--- config.mk ---
export PLATFORM = sky130hd
export DESIGN_NAME = accumulator_cpu_step
export DESIGN_NICKNAME = d
export VERILOG_FILES = /design/src/hw/rtl/acs_pkg.sv /design/src/hw/rtl/acs_mem.sv /design/src/hw/rtl/acs_alu.sv /design/src/hw/rtl/accumulator_cpu_step.sv
export SDC_FILE = /design/constraint.sdc
export NUM_CORES = 1
export LEC_CHECK = 0
export ABC_AREA = 1
export BUFFER_PORTS_ARGS = -buffer_cell sky130_fd_sc_hd__buf_2
export CAP_MARGIN = 20
export CORE_ASPECT_RATIO = 0.8
export CORE_UTILIZATION = 60
export CTS_CLUSTER_SIZE = 30
export DETAILED_ROUTE_END_ITERATION = 12
export PLACE_DENSITY = 0.77
export SYNTH_ARGS = -nofsm -noshare
export SYNTH_HDL_FRONTEND = slang
export SYNTH_HIERARCHICAL = 1
export SYNTH_SLANG_ARGS = --single-unit
--- constraint.sdc ---
create_clock -name clk_i -period 3.8 [get_ports clk_i]
set_clock_uncertainty 0.2 [all_clocks]
set_input_delay 0.38 -clock clk_i [delete_from_list [all_inputs] [get_ports clk_i]]
set_output_delay 0.38 -clock clk_i [all_outputs]
set_load 0.01 [all_outputs]
--- src/hw/rtl/acs_pkg.sv ---
// shared types and constants for the accumulator machine step block
// no dependencies; imported by acs_mem, acs_alu and accumulator_cpu_step
package acs_pkg;

  localparam int unsigned MemDepth = 32;
  localparam int unsigned AddrW    = $clog2(MemDepth);
  localparam int unsigned DataW    = 8;
  localparam int unsigned OpW      = 3;

  typedef enum logic [1:0] {
    CMD_WRITE = 2'd0,
    CMD_EXEC  = 2'd1,
    CMD_READ  = 2'd2,
    CMD_NOP   = 2'd3
  } cmd_e;

  typedef enum logic [OpW-1:0] {
    OP_LOAD  = 3'd0,
    OP_STORE = 3'd1,
    OP_ADD   = 3'd2,
    OP_SUB   = 3'd3,
    OP_AND   = 3'd4,
    OP_OR    = 3'd5,
    OP_NOT   = 3'd6,
    OP_JUMP  = 3'd7
  } op_e;

  typedef struct packed {
    logic             we;
    logic [AddrW-1:0] waddr;
    logic [DataW-1:0] wdata;
    logic             re;
    logic [AddrW-1:0] raddr;
  } mem_req_t;

endpackage

--- src/hw/rtl/acs_mem.sv ---
// shared program and data memory, one write and one registered read port
// per-word valid bits give the all-zero contents after reset; uses acs_pkg
module acs_mem (
  input  logic                            clk_i,
  input  logic                            rst_ni,
  input  acs_pkg::mem_req_t               req_i,
  output logic [acs_pkg::DataW-1:0]       rdata_o
);
  import acs_pkg::*;

  logic [DataW-1:0]    mem_q [MemDepth];
  logic [MemDepth-1:0] vld_q;
  logic [DataW-1:0]    rdata_q;
  logic                rvld_q;

  always_ff @(posedge clk_i) begin
    if (req_i.we) begin
      mem_q[req_i.waddr] <= req_i.wdata;
    end
    if (req_i.re) begin
      rdata_q <= mem_q[req_i.raddr];
    end
  end

  always_ff @(posedge clk_i or negedge rst_ni) begin
    if (!rst_ni) begin
      vld_q  <= '0;
      rvld_q <= 1'b0;
    end else begin
      if (req_i.we) begin
        vld_q[req_i.waddr] <= 1'b1;
      end
      if (req_i.re) begin
        rvld_q <= vld_q[req_i.raddr];
      end
    end
  end

  // never-written words read as zero
  assign rdata_o = rvld_q ? rdata_q : '0;

endmodule

--- src/hw/rtl/acs_alu.sv ---
// accumulator update for one decoded instruction
// uses acs_pkg for the opcode type and data width
module acs_alu (
  input  acs_pkg::op_e                op_i,
  input  logic [acs_pkg::DataW-1:0]   acc_i,
  input  logic [acs_pkg::DataW-1:0]   operand_i,
  output logic [acs_pkg::DataW-1:0]   acc_o
);
  import acs_pkg::*;

  always_comb begin
    unique case (op_i)
      OP_LOAD:  acc_o = operand_i;
      OP_ADD:   acc_o = acc_i + operand_i;
      OP_SUB:   acc_o = acc_i - operand_i;
      OP_AND:   acc_o = acc_i & operand_i;
      OP_OR:    acc_o = acc_i | operand_i;
      OP_NOT:   acc_o = ~acc_i;
      OP_STORE: acc_o = acc_i;
      OP_JUMP:  acc_o = acc_i;
      default:  acc_o = acc_i;
    endcase
  end

endmodule

--- src/hw/rtl/accumulator_cpu_step.sv ---
// top level of the 8-bit accumulator machine step block
// depends on acs_pkg, acs_mem and acs_alu
//
// usage:
//   input channel (in_valid_i / in_ready_o) carries one command item:
//   write a memory word, read a memory word, run one instruction, or a
//   no-op code that just reports the current state.
//   output channel (out_valid_o / out_ready_i) returns one result item per
//   command: pc, accumulator and instruction register after the command,
//   plus the read word for a read command (zero otherwise).
// command flow:
//   write, read and no-op items pass through stage b and then the result
//   register, and can be accepted every cycle unless the output stalls.
//   an execute item does a fetch read, an operand read, then the
//   accumulator update and store write on the single memory; input is
//   held off until it completes.
// reset:
//   pc, accumulator and instruction register clear to zero; memory words
//   read as zero until written (per-word valid bits, no clearing pass).
// stalls:
//   one result register sits on the output; while it is full and not taken
//   the stage behind it holds; input ready drops once that stage is full.
module accumulator_cpu_step (
  input  logic              clk_i,
  input  logic              rst_ni,
  input  logic              in_valid_i,
  output logic              in_ready_o,
  input  logic [1:0]        command_i,
  input  logic [4:0]        address_i,
  input  logic signed [7:0] write_data_i,
  output logic              out_valid_o,
  input  logic              out_ready_i,
  output logic [4:0]        pc_out_o,
  output logic signed [7:0] acc_out_o,
  output logic [7:0]        instr_out_o,
  output logic signed [7:0] read_data_o
);
  import acs_pkg::*;

  // handshake and stage control
  logic in_fire;
  logic out_free;
  logic b_exec;
  logic b_done;
  logic c_done;
  cmd_e in_cmd;

  // stage b: memory read data for the item it holds
  logic b_valid_q;
  cmd_e b_cmd_q;
  // stage c: operand read data for an execute
  logic c_valid_q;

  // architectural state
  logic [AddrW-1:0] pc_q;
  logic [DataW-1:0] acc_q;
  logic [DataW-1:0] instr_q;

  // result register
  logic             out_valid_q;
  logic [AddrW-1:0] pc_out_q;
  logic [DataW-1:0] acc_out_q;
  logic [DataW-1:0] instr_out_q;
  logic [DataW-1:0] rd_out_q;

  mem_req_t         mem_req;
  logic [DataW-1:0] mem_rdata;
  op_e              c_op;
  op_e              b_op;
  logic [DataW-1:0] alu_acc;

  assign in_cmd   = cmd_e'(command_i);
  assign out_free = !out_valid_q || out_ready_i;

  // an execute in stage b never waits: it only updates pc/instr and
  // issues the operand read; the output wait happens in stage c
  assign b_exec = b_valid_q && (b_cmd_q == CMD_EXEC);
  assign b_done = b_valid_q && !b_exec && out_free;
  assign c_done = c_valid_q && out_free;

  // interlock: nothing enters while an execute is in flight, so fetch,
  // operand read and store never touch the memory in the same cycle
  assign in_ready_o = !c_valid_q && !b_exec && (!b_valid_q || b_done);
  assign in_fire    = in_valid_i && in_ready_o;

  assign b_op = op_e'(mem_rdata[DataW-1 -: OpW]);
  assign c_op = op_e'(instr_q[DataW-1 -: OpW]);

  // memory port: write command at accept, store at the end of execute;
  // reads are fetch or read-command at accept, operand in stage b
  always_comb begin
    mem_req.we    = (in_fire && (in_cmd == CMD_WRITE)) || (c_done && (c_op == OP_STORE));
    mem_req.waddr = c_valid_q ? instr_q[AddrW-1:0] : address_i;
    mem_req.wdata = c_valid_q ? acc_q : $unsigned(write_data_i);
    mem_req.re    = (in_fire && ((in_cmd == CMD_EXEC) || (in_cmd == CMD_READ))) || b_exec;
    priority if (b_exec) begin
      mem_req.raddr = mem_rdata[AddrW-1:0];
    end else if (in_cmd == CMD_EXEC) begin
      mem_req.raddr = pc_q;
    end else begin
      mem_req.raddr = address_i;
    end
  end

  acs_mem u_mem (
    .clk_i   (clk_i),
    .rst_ni  (rst_ni),
    .req_i   (mem_req),
    .rdata_o (mem_rdata)
  );

  acs_alu u_alu (
    .op_i      (c_op),
    .acc_i     (acc_q),
    .operand_i (mem_rdata),
    .acc_o     (alu_acc)
  );

  always_ff @(posedge clk_i or negedge rst_ni) begin
    if (!rst_ni) begin
      b_valid_q   <= 1'b0;
      b_cmd_q     <= CMD_NOP;
      c_valid_q   <= 1'b0;
      pc_q        <= '0;
      acc_q       <= '0;
      instr_q     <= '0;
      out_valid_q <= 1'b0;
    end else begin
      if (in_fire) begin
        b_valid_q <= 1'b1;
        b_cmd_q   <= in_cmd;
      end else if (b_done || b_exec) begin
        b_valid_q <= 1'b0;
      end

      if (b_exec) begin
        c_valid_q <= 1'b1;
      end else if (c_done) begin
        c_valid_q <= 1'b0;
      end

      // fetch: latch instruction, advance or jump (pc wraps at memory end)
      if (b_exec) begin
        instr_q <= mem_rdata;
        pc_q    <= (b_op == OP_JUMP) ? mem_rdata[AddrW-1:0] : pc_q + AddrW'(1);
      end

      if (c_done) begin
        acc_q <= alu_acc;
      end

      if (b_done || c_done) begin
        out_valid_q <= 1'b1;
      end else if (out_ready_i) begin
        out_valid_q <= 1'b0;
      end
    end
  end

  // result payload
  always_ff @(posedge clk_i) begin
    if (c_done) begin
      pc_out_q    <= pc_q;
      acc_out_q   <= alu_acc;
      instr_out_q <= instr_q;
      rd_out_q    <= '0;
    end else if (b_done) begin
      pc_out_q    <= pc_q;
      acc_out_q   <= acc_q;
      instr_out_q <= instr_q;
      rd_out_q    <= (b_cmd_q == CMD_READ) ? mem_rdata : '0;
    end
  end

  assign out_valid_o = out_valid_q;
  assign pc_out_o    = pc_out_q;
  assign acc_out_o   = $signed(acc_out_q);
  assign instr_out_o = instr_out_q;
  assign read_data_o = $signed(rd_out_q);

  // an execute fetch always moves on to the operand stage
  a_fetch_to_oper : assert property (@(posedge clk_i) disable iff (!rst_ni)
    b_exec |=> c_valid_q)
    else $error("execute fetch did not reach operand stage");

  // only one item in flight while an execute finishes
  a_exec_alone : assert property (@(posedge clk_i) disable iff (!rst_ni)
    !(c_valid_q && b_valid_q))
    else $error("item overlaps an execute in progress");

  // pc moves only at an instruction fetch
  a_pc_only_on_fetch : assert property (@(posedge clk_i) disable iff (!rst_ni)
    !b_exec |=> $stable(pc_q))
    else $error("pc changed outside a fetch");

  // a result never lands in a full, untaken output register
  a_no_overwrite : assert property (@(posedge clk_i) disable iff (!rst_ni)
    (out_valid_q && !out_ready_i) |-> !(b_done || c_done))
    else $error("result register overwritten while stalled");

endmodule

=== Word level (Yosys, flattened, before mapping) ===
Memories as Yosys holds them, arrays and structs flattened. A register that Yosys moved wholly into a read port is not among the register bits.
Cells that the tools add are included.

* Word-level logic and storage cells: 91
* RAM bits: 256
* Memories kept: 1
* Input bits: 19
* Register bits after elaboration: 88
* Output and inout port bits: 31

* Reduce and logical (&&, ||, !) cells: 29
* Multiplexer cells: 26
* Equality and inequality tests: 12
* Bitwise logic cells: 4
* $add $sub $neg: 3
* Magnitude comparators: 3

{| class="wikitable"
|+ Memory list
! memory !! depth !! bits a word !! read ports !! clocked after Yosys merged registers in !! wr ports !! RTL line !! source
|-
| u_mem.mem_q || 32 || 8 || 1 || 1 || 1 || acs_mem.sv:11 || <nowiki>logic [DataW-1:0] mem_q [MemDepth];</nowiki>
|}

{| class="wikitable"
|+ Operators by type and width
! cell !! count
|-
| $mux W8 || 7
|-
| $pmux W8 S7 || 1
|-
| $or A32 B32 Y32 || 1
|-
| $mux W5 || 6
|-
| $eq A3 B3 Y1 const B || 5
|-
| $lt A5 B6 Y1 const B || 2
|-
| $logic_and A1 B1 Y1 || 11
|-
| $mux W1 || 10
|-
| $add A8 B8 Y8 || 1
|-
| $and A8 B8 Y8 || 1
|-
| $not A8 Y8 || 1
|-
| $or A8 B8 Y8 || 1
|-
| $reduce_bool A2 Y1 || 4
|-
| $sub A8 B8 Y8 || 1
|-
| $logic_or A1 B1 Y1 || 7
|-
| $eq A3 B2 Y1 const B || 2
|-
| $add A5 B1 Y5 const B || 1
|-
| $bmux W1 S5 || 1
|-
| $demux W1 S5 || 1
|-
| $ge A5 B1 Y1 const B || 1
|-
| $eq A2 B1 Y1 const B || 2
|-
| $eq A2 B2 Y1 const B || 2
|-
| $logic_not A1 Y1 || 4
|-
| $eq A3 B1 Y1 const B || 1
|-
| other kinds (3) || 3
|}

=== Longest topological paths before layout ===
Gate-level depths: netlist (run 1).

* Depth in word-level cells: 12
* Depth in mapped cells: 23
* Depth with buffers taken out: 22

=== By module ===
Netlist (run 1), hierarchy kept.

{| class="wikitable"
|+ By module, submodules not included
! module !! seq. area each (um^2) !! area each (um^2) !! cells an instance !! instances
|-
| acs_mem || 8,753.4 || 12,104.1 || 1,047 || 1
|-
| accumulator_cpu_step || 1,443.9 || 2,403.6 || 265 || 1
|-
| acs_alu || 0.0 || 874.6 || 164 || 1
|}

=== Least setup slack after synthesis (run 1) ===
OpenSTA, ideal clock, no wires.

* Path type: flip-flop to flip-flop
* Start: register u_mem.rvld_q
* End: register acc_out_q[7], in the netlist acc_out_o[7] (data pin)
* Data arrival time: 2.451 ns
* Stages on the path, launching flop included: 23
* Period minus slack after synthesis: 2.908 ns
* Data required time: 3.343 ns
* Library setup time: 0.257 ns
* Path slack: 0.892 ns
* Buffers on the path: 1
* Path through: dfrtp_1 > clkbuf_1 > nand2_1 > inv_1 > inv_1 > ha_1 > clkinv_1 > nor3_1 > nand3_1 > nand2_1 > xor2_1 > inv_1 > ha_1 > nand2_1 > inv_2 > nand2_1 > nand2_1 > a21oi_1 > nand3_1 > nand3_1 > nand2_1 > nand2_1 > nand2_1

* Cells in the longest elaborated chain, start to end: 4
* Elaborated cells on any way between the ends: 7
* Those cells by class: add/sub (2); mux (3); bitwise (2)

{| class="wikitable"
|+ Ends and longest elaborated chain
! what !! RTL line !! source
|-
| from (decl) || acs_mem.sv:14 || <nowiki>logic rvld_q;</nowiki>
|-
| from (signal assigned) || acs_mem.sv:34 || <nowiki>rvld_q <= vld_q[req_i.raddr];</nowiki>
|-
| $mux W8 (*) || acs_mem.sv:40 || <nowiki>assign rdata_o = rvld_q ? rdata_q : '0;</nowiki>
|-
| net mem_rdata[0] || accumulator_cpu_step.sv:67 || <nowiki>logic [DataW-1:0] mem_rdata;</nowiki>
|-
| $sub A8 B8 Y8 or $add A8 B8 Y8 (tied branches) || acs_alu.sv:15, acs_alu.sv:14 ||
|-
| $pmux W8 S7 (*) || acs_alu.sv:12 || <nowiki>unique case (op_i)</nowiki>
|-
| net alu_acc[7] || accumulator_cpu_step.sv:70 || <nowiki>logic [DataW-1:0] alu_acc;</nowiki>
|-
| $mux W8 (*) || accumulator_cpu_step.sv:162 || <nowiki>if (c_done) begin</nowiki>
|-
| to (signal assigned) || accumulator_cpu_step.sv:164 || <nowiki>acc_out_q <= alu_acc;</nowiki>
|-
| to (signal assigned) || accumulator_cpu_step.sv:169 || <nowiki>acc_out_q <= acc_q;</nowiki>
|-
| to (decl) || accumulator_cpu_step.sv:62 || <nowiki>logic [DataW-1:0] acc_out_q;</nowiki>
|}

Mark *: on every way through the listed nets, which the timed path passes. The rest lies on a longest branch.
A chain may end at the register's enable or synchronous reset.

=== Worst setup path in the final report (run 1) ===
Same ends and word-level chain as after synthesis.

==> results of run 1 <==
## worst paths after layout
path | end | from | slack (ns)
max in group asynchronous | b_cmd_q[1] | rst_ni | 2.70
hold / removal | out_valid_o | out_ready_i | 0.04
min in group asynchronous | acc_q[3] | rst_ni | 0.12
setup reg to reg | acc_out_o[7] | u_mem/rvld_q | 0.61
setup / recovery | acc_out_o[7] | u_mem/rvld_q | 0.61
hold reg to reg | read_data_o[3] | read_data_o[3] | 0.25
## cell usage after synthesis (18+ instances only)
master | n | area, µm²
nand4_1 | 18 | 112.6
nand3_1 | 218 | 1091
edfxtp_1 | 285 | 8558
nand2_1 | 498 | 1869
inv_1 | 51 | 191.4
dfrtp_1 | 57 | 1426
or2_2 | 32 | 200.2
a21oi_1 | 54 | 270.3
nor2_1 | 70 | 262.8
o21ai_0 | 32 | 160.2
buf_2 | 33 | 165.2
## state kept, by name, summed over array words and instances (netlist names), 2 cells and up
name	flops
acc_out_o	8
pc_q	5
u_mem/vld_q	32
acc_q	8
b_cmd_q	2
pc_out_o	5
read_data_o	8
instr_out_o	8
instr_q	8
u_mem/rdata_q	8
u_mem/mem_q	256
## stage by stage
step | std cells | power (mW)
6_report | 1912 | 13.22
5_1_grt | 1912 | 13.89
4_1_cts | 1911 | 13.17
3_5_place_dp | 1840 | 9.702
3_3_place_gp | 1839 | 9.585
2_1_floorplan | 1476 | 8.292
## layout by cell type (no fill, tap or decap), types with 6 or more instances in the layout
master / n
nand2_1: 497
edfxtp_1: 285
nand3_1: 218
nor2_1: 70
dfrtp_1: 57
a21oi_1: 54
buf_4: 53
inv_1: 51
buf_2: 49
clkbuf_16: 36
or2_2: 32
o21ai_0: 29
nand4_1: 18
inv_2: 13
ha_1: 13
clkbuf_1: 9
nand2_2: 8
dfxtp_1: 8
o31ai_1: 8
clkinv_2: 7
o21ai_1: 6
xor2_1: 6
clkinv_1: 6
buf_12: 6
## power by group
part / internal (mW) / leakage (nW) / switching (mW)
sequential: 4.98 / 3.43 / 0.346
clock: 1.99 / 0.568 / 1.48
combinational: 1.33 / 3.22 / 3.10
## metal layers
layer	wire length, µm	part of all wire, %	vias to the layer above
li1	-	-	5196
met1	16020	42	5329
met2	16610	44	633
met3	4110	11	91
met4	1115	2.9	0
met5	0	0	-
## critical path: stages (launching register included)
cell and delay, ns:
dfrtp_1 0.46, nand2_1 0.09, inv_1 0.14, inv_1 0.16, ha_1 0.16, clkinv_1 0.07
nor3_1 0.19, nand3_1 0.10, nand2_1 0.08, xor2_1 0.14, inv_1 0.06, ha_1 0.33
a21oi_1 0.19, nand2_1 0.07, a21oi_1 0.16, nand3_1 0.09, nand3_1 0.09, nand2_1 0.05
nand2_1 0.06, nand2_1 0.06
## layout make-up
type                    instances  area [µm²]  share of cell area, %
repair buffers                114       824.5                  4.738
clock inverters                17       171.4                 0.9849
inverters                      70       270.3                  1.553
well taps                     324       405.4                  2.329
clock buffers                  49       989.7                  5.687
flip-flops and latches        352       10200                  58.59
multi-input cells             986        4546                  26.12
## cell families (layout without fill, tap and decap cells)
kind of cell | Yosys count | count (layout)
AOI/OAI and AO/OA | 105 | 105
xor gates and xnor gates | 7 | 7
adders and majority gates | 14 | 14
buffers and inverters | 138 | 250
DFF | 352 | 352
and+or+nand+nor | 860 | 860
==> metrics.md, run 1 <==
| Metric | Value |
|---|---|
| Outcome | `completed` |
| Worst Setup End Kind | `flip-flop` |
| Pre-CTS setup slack | `0.6905 ns` |
| Initial DRC count | `1667` |
| DIE HEIGHT | `145.2 µm` |
| Cell Pwr Density | `759.8 nW/µm²` |
| Final setup viols | `0` |
| Hold-fix buffers at CTS | `5` |
| Vias in the first global route | `10407` |
| CTS sink cnt | `352` |
| Pin count of the biggest net entering global routing | `145` |
| Max_slew headroom | `35.03%` |
| Post-synthesis cell count | `1476` |
| Peak VDD IR | `485.6 µV` |
| Post-CTS sizing | `0` |
| Worst min-delay path class | `in2reg` |
| Slew Viols, Final | `0` |
| DRC viols | `0` |
| Vias | `11249` |
| WL per Instance | `19.80 µm` |
| ANT cells | `0` |
| Port bufs | `49` |
| R2R depth | `19` |
| Yosys reg bits | `352` |
| TritonCTS clock tree | `done` |
| Syn avg cell area | `10.42 µm²` |
| Mapped Area | `15380 µm²` |
| Leak pwr | `7.218 nW` |
| M2 GR Usage | `42.86%` |
| Post-DP Area | `16170 µm²` |
| Synth Area in Compound Gates | `3.660%` |
| RSZ-0062 raised after global routing | `no` |
| Gpl congestion | `0.9777` |
| Congestion Overflow GR | `0` |
| Post-CTS Setup Bufs | `0` |
| Final HPWL DP | `22970 µm` |
| Seq/Total Area, Yosys | `66.29%` |
| Met1 GRT Util | `44.39%` |
| Largest family of logic cells by synthesized area | `simple AND/OR/NAND/NOR gates` |
| Share of cells above drive strength 1 | `14.48%` |
| Vias per cell | `5.883` |
| Clock root buffer | `clkbuf_16` |
| Hold path depth | `4` |
| Io pins | `50` |
| Count of standard-cell rows | `52` |
| Setup CP Type | `reg2reg` |
| Hold WS | `0.03742 ns` |
| Simple-gate share of the synthesized area | `24.19%` |
| Crit path max fanout | `9` |
| GRT Total Usage | `29.35%` |
| Layout area overhead | `13.14%` |
| Min Tclk post-route | `3.192 ns` |
| Hold Violations, Final | `0` |
| Post-Synth XOR/XNOR Area | `0.3986%` |
| Critical Path RT | `3.87 ns` |
| Primary FF master, synth | `edfxtp_1` |
| Period utilization | `83.99%` |
| Post-synth cell types | `42` |
| Post-synthesis mux area share | `0%` |
| Die ar. | `26290 µm²` |
| GR peak layer | `met1` |
| Worst skew pair latency | `0.54 ns` |
| Maximum operating frequency | `0.3133 GHz` |
| Max Cap Viol | `0` |
| CTS buffer count | `36` |
| Adder and majority gate portion of the synthesized area | `1.188%` |
| Initial antenna violation count | `0` |
| Filler Cell Count | `1831` |
| Number of synthesized flops with an enable pin | `285` |
| Clock transition at the registers of the reported paths | `0.06 ns` |
| Detail Route Antenna Nets | `0` |
| WL final | `37860 µm` |
| H-tree Lvls | `2` |
| First-pass GRT wire length | `58790 µm` |
| First-pass DRT Iterations | `6` |
| Worst EP arrival | `3.26 ns` |
| Slew @ Worst Pin | `0.9721 ns` |
| Post-synth ARST share | `16.76%` |
| GR Util met3 | `5.773%` |
| Max Buffers Root-to-Sink | `3` |
| Setup TNS | `0 ns` |
| Post-route setup slack | `0.6083 ns` |
| Startpoint class of the critical path | `flip-flop` |
| Initial core utilization | `60.93%` |
| Synthesized net count | `1509` |
| Die W | `181.0 µm` |
| Core Area | `25240 µm²` |
| Post-layout util | `68.94%` |
| Syn. warnings | `6` |
| Design area | `17400 µm²` |
| Nets | `1593` |
Power figures use the tool's default switching activity.
==> inputs of run 2 (changes only) <==
Settings changed: CORE_UTILIZATION 60 to 56, PLACE_DENSITY 0.77 to 0.76.
Clock period 3.8 ns to 2.55 ns, I/O delays scaled along.
==> metrics.md, run 2 (synthesized netlist as in run 1, its figures left out) <==
| Metric | Value |
|---|---|
| Die ar. | `28140 µm²` |
| Worst path cell trace | `nand2_2, inv_4, inv_4, ha_4, clkinv_4, nand2_2, xor2_1, ha_1, a21oi_2, nand2_2, buf_6, xnor2_2, o21ai_1, nand2_1, nand2_2` |
| Period utilization | `110.8%` |
| First-pass GRT wire length | `62880 µm` |
| Most common cell after layout, fill and taps aside | `nand2_1` |
| Max_slew headroom | `56.20%` |
| Most flop-heavy register | `u_mem/mem_q` |
| Startpoint class of the critical path | `flip-flop` |
| DIE HEIGHT | `150.2 µm` |
| Min Tclk post-route | `2.825 ns` |
| Switch share | `38.53%` |
| Die W | `187.3 µm` |
| Initial antenna violation count | `0` |
| TritonCTS clock tree | `done` |
| Max Buffers Root-to-Sink | `3` |
| Non-filler cells, final | `2076` |
| WL final | `46660 µm` |
| Met1 wire length | `17730 µm` |
| CTS buffer count | `35` |
| GRT Total Usage | `29.53%` |
| Top Metal Used | `met4` |
| Post-route setup slack | `-0.2749 ns` |
| H-tree Lvls | `2` |
| Slew Viols, Final | `0` |
| Maximum operating frequency | `0.3540 GHz` |
| CP max-delay cell | `dfrtp_1` |
| Outcome | `finished with violations` |
| Cells after DPL | `1956` |
| Worst skew pair latency | `0.54 ns` |
| Congestion Overflow GR | `0` |
| Vias in the first global route | `11345` |
| Worst Setup End Kind | `flip-flop` |
| Leak pwr | `8.355 nW` |
| Port bufs | `49` |
| Gpl congestion | `0.9307` |
| Share of cells above drive strength 1 | `33.39%` |
| Clock transition at the registers of the reported paths | `0.06 ns` |
| Worst EP arrival | `2.91 ns` |
| Biggest regs | `u_mem/mem_q: 256 flops, u_mem/vld_q: 32 flops` |
| Most frequent cells in the layout | `433 x nand2_1, 285 x edfxtp_1, 151 x nand3_1, 126 x buf_4, 64 x nand3_2` |
| Pin count of the biggest net entering global routing | `46` |
| Post-DP Area | `16990 µm²` |
| Design area | `20130 µm²` |
| DR WL met3 | `5629 µm` |
| Max Cap Viol | `0` |
| Layout area overhead | `30.89%` |
| Initial core utilization | `57.70%` |
| Most used cell, CP | `nand2_2` |
| Count of standard-cell rows | `53` |
| Nets | `1726` |
| RSZ-0062 raised after global routing | `yes` |
| Vias | `12572` |
| Detail Route Antenna Nets | `0` |
| Cell Pwr Density | `1192 nW/µm²` |
| WL per Instance | `22.48 µm` |
| Max reg flops | `256` |
| Initial DRC count | `1690` |
| Logic pwr share | `44.9%` |
| Io pins | `50` |
| Final HPWL DP | `25270 µm` |
| Failing checks | `setup timing` |
| First-pass DRT Iterations | `7` |
| Core Area | `26660 µm²` |
| DR WL met2 | `21490 µm` |
| Flop pwr share | `32.8%` |
| ANT cells | `0` |
| Int Power | `14.75 mW` |
| CTS sink cnt | `352` |
| Critical Path RT | `2.64 ns` |
| Worst min-delay path class | `in2async` |
| Vias per cell | `6.056` |
| Peak VDD IR | `757.2 µV` |
| Clock root buffer | `clkbuf_16` |
| Final setup viols | `20` |
| Switching pwr | `9.245 mW` |
| Slew @ Worst Pin | `0.6570 ns` |
| Crit path largest cell delay | `0.42 ns` |
| Clock power frac | `22.3%` |
| Setup CP Type | `reg2reg` |
| Crit path max fanout | `5` |
| Hold Violations, Final | `0` |
| DRC viols | `0` |
run 2: cell count changes in the layout (fill, tap and decap cells not counted), moves of 14 or more:
cell       delta
a21oi_1      -37
clkbuf_16    +14
buf_6        +23
nand2_2      +54
a21oi_2      +27
nand3_2      +62
buf_4        +73
nand2_1      -64
nand3_1      -67
run 2: power by group through the flow:
stage	logic [mW]	registers (mW)	clock network (mW)
2_1_floorplan	4.52	7.96	0
3_3_place_gp	7.40	7.92	0
3_5_place_dp	7.58	7.94	0
4_1_cts	8.27	7.84	5.32
5_1_grt	11.3	7.93	5.59
6_report	10.8	7.87	5.36
run 2: routing by layer:
layer,vias to the layer above,global-route usage [%]
li1,5471,-
met1,6021,42.34
met2,914,44.89
met3,166,5.361
met4,0,12.34
met5,-,0
run 2: cell type report:
type	instances	area, µm²
Fill cell	1565	6525
Timing Repair Buffer	247	2430
Clock inverter	19	237.7
Multi-Input combinational cell	986	5570
Tap cell	357	446.7
Sequential cell	352	10200
Timing Repair inverter	1	16.27
Clock buffer	44	939.7
Inverter	70	295.3
run 2: path summary, 6_finish.rpt:
kind,from,end,slack [ns],cells past startpoint
max,u_mem/rvld_q,acc_out_o[3],-0.27,15
min,rst_ni,acc_q[4],0.08,2
max reg2reg,u_mem/rvld_q,acc_out_o[3],-0.27,15
min reg2reg,read_data_o[2],read_data_o[2],0.25,2
max in group asynchronous,rst_ni,u_mem/vld_q[26],1.26,3
min in group clk_i,write_data_i[0],u_mem/mem_q[11][0],0.18,4
run 2: critical path: cells and delay by family (launching register included):
| kind | cells | cell delay [ns] |
|---|---|---|
| AOI/OAI and AO/OA | 2 | 0.35 |
| xor gates and xnor gates | 2 | 0.33 |
| adders and majority gates | 2 | 0.53 |
| buffers and inverters | 4 | 0.32 |
| DFF | 1 | 0.42 |
| and+or+nand+nor | 5 | 0.43 |
run 2: repair_timing:
item / CTS / global route
buffers inserted: 6 / 23
endpoints found under the hold margin: 26 / 0
pin swaps: 15 / 97
hold buffers: 6 / 0
endpoints found under the setup margin: 134 / 160
gates cloned: 2 / 24
resized for setup: 55 / 234
run 2: metrics by stage:
step | hold slack [ns] | setup TNS, ns | setup WS, ns | power [mW] | util, %
2_1_floorplan | -0.2406 | -0.06893 | -0.06893 | 12.48 | -
6_report | 0.07814 | -2.691 | -0.2749 | 24.00 | 75.52
3_5_place_dp | 0.1128 | -3.070 | -0.2087 | 15.52 | 63.74
3_3_place_gp | 0.1019 | -1.719 | -0.2277 | 15.32 | 63.74
4_1_cts | 0.08745 | -0.6617 | -0.1265 | 21.44 | 69.60
5_1_grt | 0.1409 | -4.257 | -0.3857 | 24.84 | 75.52
